`config.mk`:
```
export PLATFORM = sky130hd
export DESIGN_NAME = bounded_overwrite_stack
export DESIGN_NICKNAME = d
export VERILOG_FILES = /design/src/rtl/core/bos_pkg.sv /design/src/rtl/core/bos_ram.sv /design/src/rtl/core/bounded_overwrite_stack.sv
export SDC_FILE = /design/constraint.sdc
export NUM_CORES = 1
export LEC_CHECK = 0
export BUFFER_PORTS_ARGS = -buffer_cell sky130_fd_sc_hd__buf_2
export CAP_MARGIN = 20
export CORE_UTILIZATION = 48
export CTS_CLUSTER_DIAMETER = 60
export DETAILED_ROUTE_END_ITERATION = 6
export PLACE_DENSITY = 0.75
export SLEW_MARGIN = 10
export SYNTH_ARGS = -nofsm -noshare
export SYNTH_HDL_FRONTEND = slang
export SYNTH_SLANG_ARGS = --single-unit
```
`constraint.sdc`:
```
create_clock -name i_clk -period 6.75 [get_ports i_clk]
set_input_delay 0.675 -clock i_clk [delete_from_list [all_inputs] [get_ports i_clk]]
set_output_delay 0.675 -clock i_clk [all_outputs]
set_load 0.01 [all_outputs]
```
`src/rtl/core/bos_pkg.sv`:
```
// Package for the bounded overwrite stack: built sizes, operation codes
// and the stage record passed down the read pipeline.
// No dependencies.
package bos_pkg;

    localparam int DEPTH      = 16;
    localparam int DATA_W     = 32;
    localparam int IDX_W      = $clog2(DEPTH);
    localparam int SIZE_W     = $clog2(DEPTH + 1);
    localparam int CFG_W      = 5;
    localparam int FUNC_W     = 2;
    localparam int FILL_W     = 5;
    localparam int CMP_W      = (SIZE_W > CFG_W) ? SIZE_W : CFG_W;
    localparam int SIZE_RESET = (16 < DEPTH) ? 16 : DEPTH;

    localparam logic [FUNC_W-1:0] FUNC_PUSH = 2'd0;
    localparam logic [FUNC_W-1:0] FUNC_PULL = 2'd1;
    localparam logic [FUNC_W-1:0] FUNC_PEEK = 2'd2;

    // Operation waiting for its slot read to return
    typedef struct packed {
        logic              found;
        logic [SIZE_W-1:0] fill;
    } t_rd_stage;

endpackage

```
`src/rtl/core/bos_ram.sv`:
```
// Simple dual-port synchronous RAM, one write and one registered read port.
// Depends on nothing.
module bos_ram #(
    parameter int ADDR_W = 4,
    parameter int DATA_W = 32
) (
    input  logic              i_clk,
    input  logic              i_we,
    input  logic [ADDR_W-1:0] i_waddr,
    input  logic [DATA_W-1:0] i_wdata,
    input  logic              i_re,
    input  logic [ADDR_W-1:0] i_raddr,
    output logic [DATA_W-1:0] o_rdata
);

    logic [DATA_W-1:0] r_mem [2**ADDR_W];
    logic [DATA_W-1:0] r_rdata;

    always_ff @(posedge i_clk) begin
        if (i_we) begin
            r_mem[i_waddr] <= i_wdata;
        end
    end

    always_ff @(posedge i_clk) begin
        if (i_re) begin
            r_rdata <= r_mem[i_raddr];
        end
    end

    assign o_rdata = r_rdata;

endmodule

```
`src/rtl/core/bounded_overwrite_stack.sv`:
```
// Bounded LIFO stack in a ring of RAM slots; push overwrites the oldest word.
// Accepted operations pass the RAM read stage, then the output register.
// Throughput: one operation per cycle unless the input is stalled; the top and
// fill counters update at accept and the RAM read port serves pull and peek.
// Reset (sync, active low) and a size write empty the stack; slots keep data.
// Depends on bos_pkg and bos_ram.
module bounded_overwrite_stack (
    input  logic                        i_clk,
    input  logic                        i_rst_n,
    input  logic                        i_cfg_we,
    input  logic [bos_pkg::CFG_W-1:0]   i_cfg_data,
    input  logic                        i_in_valid,
    output logic                        o_in_stall,
    input  logic [bos_pkg::FUNC_W-1:0]  i_func,
    input  logic [bos_pkg::DATA_W-1:0]  i_push_value,
    output logic                        o_out_valid,
    input  logic                        i_out_stall,
    output logic [bos_pkg::DATA_W-1:0]  o_top_value,
    output logic                        o_found,
    output logic [bos_pkg::FILL_W-1:0]  o_fill_count
);

    localparam int IDX_W  = bos_pkg::IDX_W;
    localparam int SIZE_W = bos_pkg::SIZE_W;
    localparam int CMP_W  = bos_pkg::CMP_W;

    logic [SIZE_W-1:0] r_size, n_size;
    logic [IDX_W-1:0]  r_top,  n_top;
    logic [SIZE_W-1:0] r_occ,  n_occ;

    logic                 r_rd_valid, n_rd_valid;
    bos_pkg::t_rd_stage   r_rd, n_rd;

    logic                        r_out_valid, n_out_valid;
    logic [bos_pkg::DATA_W-1:0]  r_out_value;
    logic                        r_out_found;
    logic [SIZE_W-1:0]           r_out_fill;

    logic                       out_free, rd_move, accept;
    logic                       ram_we, ram_re;
    logic [IDX_W-1:0]           ram_waddr;
    logic [bos_pkg::DATA_W-1:0] ram_rdata;
    logic [CMP_W-1:0]           cfg_ext;

    assign out_free   = !r_out_valid || !i_out_stall;
    assign rd_move    = r_rd_valid && out_free;
    assign o_in_stall = r_rd_valid && !out_free;
    assign accept     = i_in_valid && !o_in_stall;

    assign cfg_ext = CMP_W'(i_cfg_data);

    always_comb begin
        n_size    = r_size;
        n_top     = r_top;
        n_occ     = r_occ;
        n_rd      = r_rd;
        ram_we    = 1'b0;
        ram_re    = 1'b0;
        ram_waddr = r_top;

        if (i_cfg_we) begin
            // clamp the size into 1..DEPTH and empty the stack
            if (i_cfg_data == '0) begin
                n_size = SIZE_W'(1);
            end else if (cfg_ext > CMP_W'(bos_pkg::DEPTH)) begin
                n_size = SIZE_W'(bos_pkg::DEPTH);
            end else begin
                n_size = SIZE_W'(cfg_ext);
            end
            n_top = IDX_W'(n_size - 1'b1);
            n_occ = '0;
        end else if (accept) begin
            n_rd.found = 1'b0;
            case (i_func)
                bos_pkg::FUNC_PUSH: begin
                    if (SIZE_W'(r_top) + 1'b1 == r_size) begin
                        n_top = '0;
                    end else begin
                        n_top = r_top + 1'b1;
                    end
                    if (r_occ < r_size) begin
                        n_occ = r_occ + 1'b1;
                    end
                    ram_we    = 1'b1;
                    ram_waddr = n_top;
                end
                bos_pkg::FUNC_PULL: begin
                    if (r_occ != '0) begin
                        n_rd.found = 1'b1;
                        ram_re     = 1'b1;
                        n_occ      = r_occ - 1'b1;
                        if (r_top == '0) begin
                            n_top = IDX_W'(r_size - 1'b1);
                        end else begin
                            n_top = r_top - 1'b1;
                        end
                    end
                end
                bos_pkg::FUNC_PEEK: begin
                    if (r_occ != '0) begin
                        n_rd.found = 1'b1;
                        ram_re     = 1'b1;
                    end
                end
                default: begin
                    n_rd.found = 1'b0;
                end
            endcase
            n_rd.fill = n_occ;
        end
    end

    always_comb begin
        n_rd_valid = r_rd_valid;
        if (rd_move) begin
            n_rd_valid = 1'b0;
        end
        if (accept) begin
            n_rd_valid = 1'b1;
        end
        n_out_valid = r_out_valid;
        if (out_free) begin
            n_out_valid = r_rd_valid;
        end
    end

    bos_ram #(
        .ADDR_W (IDX_W),
        .DATA_W (bos_pkg::DATA_W)
    ) u_ram (
        .i_clk   (i_clk),
        .i_we    (ram_we),
        .i_waddr (ram_waddr),
        .i_wdata (i_push_value),
        .i_re    (ram_re),
        .i_raddr (r_top),
        .o_rdata (ram_rdata)
    );

    always_ff @(posedge i_clk) begin
        if (!i_rst_n) begin
            r_size      <= SIZE_W'(bos_pkg::SIZE_RESET);
            r_top       <= IDX_W'(bos_pkg::SIZE_RESET - 1);
            r_occ       <= '0;
            r_rd_valid  <= 1'b0;
            r_out_valid <= 1'b0;
        end else begin
            r_size      <= n_size;
            r_top       <= n_top;
            r_occ       <= n_occ;
            r_rd_valid  <= n_rd_valid;
            r_out_valid <= n_out_valid;
        end
    end

    // payload: hold the stage record until it moves on
    always_ff @(posedge i_clk) begin
        if (accept) begin
            r_rd <= n_rd;
        end
        if (rd_move) begin
            r_out_value <= r_rd.found ? ram_rdata : '0;
            r_out_found <= r_rd.found;
            r_out_fill  <= r_rd.fill;
        end
    end

    assign o_out_valid  = r_out_valid;
    assign o_top_value  = r_out_value;
    assign o_found      = r_out_found;
    assign o_fill_count = bos_pkg::FILL_W'(r_out_fill);

endmodule

```
Word-level counts from Yosys, hierarchy flattened
Memories as Yosys holds them, arrays and structs flattened. A register that Yosys moved wholly into a read port is not among the register bits.
Index checks and enable logic that the tools add are counted.
Widths: inputs -> output; s select.
Word-level totals
  output and inout port bits: 40
  memories kept: 1
  logic and storage cells: 71
  bits in registers: 60
  bits in writable memories: 512
  input port bits: 44
Operators by class
  add/subtract/negate cells: 7
  muxes and demuxes: 26
  bitwise gates (word level): 2
  eq/ne operators: 4
  order comparisons: 2
  reduce and logical (&&, ||, !) cells: 19
Memory list
  u_ram.r_mem: words 16, bits a word 32, read ports 1, clocked after memory_dff 1, wr ports 1, RTL line bos_ram.sv:16  | logic [DATA_W-1:0] r_mem [2**ADDR_W];
Operators by type and width (count)
  $mux 4: 8
  $mux 5: 5
  $sub 4x1->4 const B: 3
  $mux 1: 11
  $pmux 5 s2: 1
  $pmux 4 s2: 1
  $add 4x1->5 const B: 1
  $add 5x1->5 const B: 1
  $eq 5x5->1: 1
  $gt 5x5->1 const B: 1
  $logic_not 5->1: 1
  $lt 5x5->1: 1
  $reduce_bool 5->1: 1
  $sub 5x1->5 const B: 1
  $add 4x1->4 const B: 1
  $logic_not 1->1: 4
  $logic_not 4->1: 1
  $reduce_bool 2->1: 2
  $reduce_or 2->1: 2
  $logic_and 1x1->1: 3
  $ne 3x3->1 const B: 1
  $reduce_and 3->1: 1
  $reduce_bool 3->1: 1
  $eq 2x1->1 const B: 1
  other kinds (5): 6

Longest topological paths before layout
  depth after elaboration: 10
  mapped depth: 13

Hierarchy
From an unflattened synthesis, not the netlist that was laid out.
Second synthesis, totals
  cells, all modules: 1138
  area, all modules: 23323.6 µm²
Modules (own cells, without submodules)
  bos_ram: area an instance 20155.6 µm², cells each 838, times used 1, sequential area each 16335.7 µm²
  bounded_overwrite_stack: area an instance 3168.0 µm², cells each 300, times used 1, sequential area each 1641.6 µm²

Worst setup path after synthesis
Ideal clock, no wire load.
  path type: register -> register
  from: register r_top[1]
  to: memory u_ram.r_mem[8][0] (enable)
  path slack: 1.821 ns
  data arrival time: 4.468 ns
  cell stages (with the launch flop): 12
  library setup time: 0.461 ns
  buffers on the path: 3
  path through: dfxtp_1 buf_2 buf_2 buf_1 inv_1 ha_1 xnor2_1 o211a_1 o211a_1 nor2_1 nand2_1 nor3_1
On the way
  word-level cells in the longest chain between the ends: 6
  elaborated cells between the ends (all ways): 7
Ends and longest elaborated chain
  start, declared: RTL line bounded_overwrite_stack.sv:28  | logic [IDX_W-1:0] r_top, n_top;
  start signal, assigned: RTL line bounded_overwrite_stack.sv:143  | r_top <= IDX_W'(bos_pkg::SIZE_RESET - 1);
  start signal, assigned: RTL line bounded_overwrite_stack.sv:149  | r_top <= n_top;
  $add 4x1->5: RTL line bounded_overwrite_stack.sv:76  | if (SIZE_W'(r_top) + 1'b1 == r_size) begin
  $eq 5x5->1: RTL line bounded_overwrite_stack.sv:76
  $mux 4: RTL line bounded_overwrite_stack.sv:76
  $mux 4: RTL line bounded_overwrite_stack.sv:74  | case (i_func)
  $mux 4: RTL line bounded_overwrite_stack.sv:72  | end else if (accept) begin
  $mux 4 *: RTL line bounded_overwrite_stack.sv:61  | if (i_cfg_we) begin
  end, declared: RTL line bos_ram.sv:16
Every way passes the cells marked *; elsewhere a longest branch is shown, timed or not.

Worst setup path in the final report
  from: register r_top[0]
  to: memory u_ram.r_mem[0][17] (enable)
The elaborated chain is that of the path after synthesis.

==> key figures <==
Setup path
  – Startpoint Class: flip-flop
  – CP Capture Type: flip-flop
  – Most frequent CP cell: o211a_1
  – Critical path's slowest cell: dfxtp_4
  – CP Class: reg2reg
  – Arr. time, crit path: ~4.5 ns
  – CP Max Fanout: 52
  – Crit path depth: 8
  – R2r worst-path depth: 8
  – Critical path cell sequence: inv_1 > ha_1 > xnor2_1 > o211a_1 > o211a_1 > nor2_1 > o32a_1 > nor2b_4
  – CP delay by family, top: simple AND/OR/NAND/NOR gates
  – Req. time, crit path: 6.96 ns
  – WP buf/inv: 1
  – Largest stage delay, worst path: 0.97 ns

Yosys
  – FFs w/ async S/R, synth: 0%
  – Yosys cell types: 59
  – Area share of the largest cell type after synthesis: 75.1%
  – Top_reg_cell synth: edfxtp_1
  – Ys Warns: 0
  – Post-synthesis sequential area ratio: 76.5%
  – Post-synthesis register bit count: 604
  – Largest area contributor in the netlist: edfxtp_1
  – Synthesized net count: 1108
  – Syn Area/Cell: 22.3 um2
  – Cell Area, Synth: 0.0235 mm2
  – Top cells by area, synth: edfxtp_1, mux4_2, dfxtp_1
  – Post-synth EDFFs: 588
  – Mapped Cells: approximately 1100

Floorplan
  – Core Region: between 0.04 and 0.05 mm2
  – Die Ht: 223 um
  – Row cnt: 80
  – Die area: 0.0498 mm2
  – I/O Pins: 84
  – Die W: 223 um
  – Initial core utilization: 48.9%

Run
  – Max Cap Viol: 0

Global route
  – First-pass GRT wire length: 71.2 mm
  – Largest net degree at the start of global routing: 75
  – Gr usage total: 19.3%
  – Grt total ovfl: 0
  – Vias in the first global route: between 10000 and 15000
  – Antenna violations before repair: 1

Clock network
  – Reg clk slew, reported paths: approximately 0.06 ns
  – Max H-tree Level: 2
  – TritonCTS Sinks: 604
  – Max Root-Sink Buffers: 3
  – Skew-Pair Late Insertion Delay: 0.61 ns
  – Post-CTS Setup Repair Bufs: 0
  – PostCTS Resize Cnt: 0
  – CTS Hold Bufs: 0
  – CTS tree: built
  – CTS buffer count: 58
  – Root Driver: clkbuf_16

Min path
  – WHS Path Cells: 2
  – HP Class: in2reg

Cells and area
  – Commonest non-fill, non-tap cell in the layout: edfxtp_1
  – P&R area growth vs syn: 13.4%
  – Share of cells above drive strength 1: 30.1%
  – Commonest cells after routing, fill and taps aside: edfxtp_1, mux4_2, buf_2
  – Final net count: 1226
  – Util after Layout: 55.5%
  – Antenna cells: 0
  – # fillers: 3472

STA
  – Endpoints failing setup: 0
  – Setup TNS: 0 ns
  – Tcrit/Tclk final: 63.3%
  – Crit path time final: 4.27 ns
  – RSZ-0062 raised after global routing: no
  – Final hold violation count: 0
  – Slew headroom: 25.9%
  – Fmax: 0.234 GHz
  – Final slew viol count: 0
  – Worst-Margin Slew: 1.11 ns
  – Clock Skew: around 0.021 ns

Placement
  – Post-DP HPWL: about 26 mm
  – Final RePlAce weighted congestion: 0.813
  – Port Buffers: between 80 and 90

Drt
  – Vias: 10800
  – DRT antenna net count: 0
  – DRT iter0 DRCs: 923
  – Routed length per placed instance: around 25 um
  – Vias/cell: a little under 6
  – DRC: 0
  – Total wire length: 46.5 mm
  – First-pass DRT Iterations: 7

Power
  – Power density cells: 292 mW/mm2
  – Worst VDD drop: 0.186 mV
  – Tot Pwr: 7780 uW
  – LEAKAGE: 0.00870 uW

Outcome
  – Status: completed
state kept, by name (all words and copies together) (netlist names):
signal	count
u_ram.r_mem	512
o_top_value	32
u_ram.o_rdata	32
r_rd	6
o_fill_count	5
r_occ	5
r_size	5
r_top	4
o_found	1
o_out_valid	1
r_rd_valid	1
cells in the mapped netlist (3+ instances only):
library cell,n
nand2b_1,6
edfxtp_1,588
and2_1,36
buf_1,6
nand2_1,9
xnor2_1,7
a21oi_1,21
mux4_1,12
ha_1,12
buf_2,9
or3_1,3
nor3_1,12
xor2_1,4
dfxtp_1,16
a31oi_1,5
o211a_1,3
nand4_1,3
nor2b_1,3
o21a_1,3
mux2i_1,3
buf_6,14
mux4_2,148
nor2_1,35
o211ai_1,5
o21ai_0,11
and3_1,4
clkbuf_1,19
inv_1,15
path summary, 6_finish.rpt:
check | startpoint | endpoint | slack [ns]
setup / recovery | r_top[0]$_SDFFE_PN1P_ | u_ram.r_mem[0][17]$_DFFE_PP_ | 2.48
hold / removal | i_rst_n | r_size[4]$_SDFFE_PN1P_ | 0.32
hold reg to reg | r_rd[0]$_DFFE_PP_ | o_fill_count[0]$_DFFE_PP_ | 0.42
setup reg to reg | r_top[0]$_SDFFE_PN1P_ | u_ram.r_mem[0][17]$_DFFE_PP_ | 2.48
layout make-up:
class / instances / area [um2] / area share [%]
clock buffer: 67 / 1510 / 5.65
clock inverter: 37 / 332 / 1.24
inverter: 15 / 56.3 / 0.211
multi-input combinational: 382 / 5240 / 19.7
sequential: 604 / 18000 / 67.5
tap: 615 / 769 / 2.89
timing repair buffer: 109 / 763 / 2.86
stage by stage:
step	cell area [um2]	setup slack [ns]	std cells	hold WS (ns)
2_1_floorplan	23500	1.82	1052	0.400
3_3_place_gp	24600	2.44	1716	0.403
3_5_place_dp	24700	2.26	1720	0.408
4_1_cts	26500	2.16	1824	0.291
5_1_grt	26700	2.23	1829	0.325
6_report	26700	2.48	1829	0.319
worst reg2reg max path, delay by kind of cell (launching register included):
kind | cells | cell delay (ns)
and+or+nand+nor | 2 | 1.02
DFF | 1 | 0.97
AOI/OAI and AO/OA | 3 | 0.97
adders and majority gates | 1 | 0.44
xor gates and xnor gates | 1 | 0.24
buffers and inverters | 1 | 0.22
report_power, final:
part,switching [uW],internal [uW]
Combinational,235,211
Sequential,47.4,4140
Clock,1350,1790
cells by family (layout without fill, tap and decap cells):
family	count (synthesis)	count (layout)	synth area share (%)
AND/OR/NAND/NOR	124	124	2.88
multiplexers	163	163	15.7
flip-flops	604	604	76.5
XOR/XNOR	12	12	0.506
AO/OA/AOI/OAI	71	71	2.12
buffers and inverters	66	228	1.70
adder cells (fa/ha/maj)	12	12	0.639
routing by layer:
layer	wire length [um]	part of all wire [%]	vias to the layer above	global-route usage, %
met4	841	1.8	2	5.72
met1	19200	41	5700	26.2
met5	9	0.019	-	0
li1	-	-	4650	-
met3	2390	5.1	76	2.74
met2	24000	52	355	32.7
Note: power is estimated with default switching activity, not from simulation.
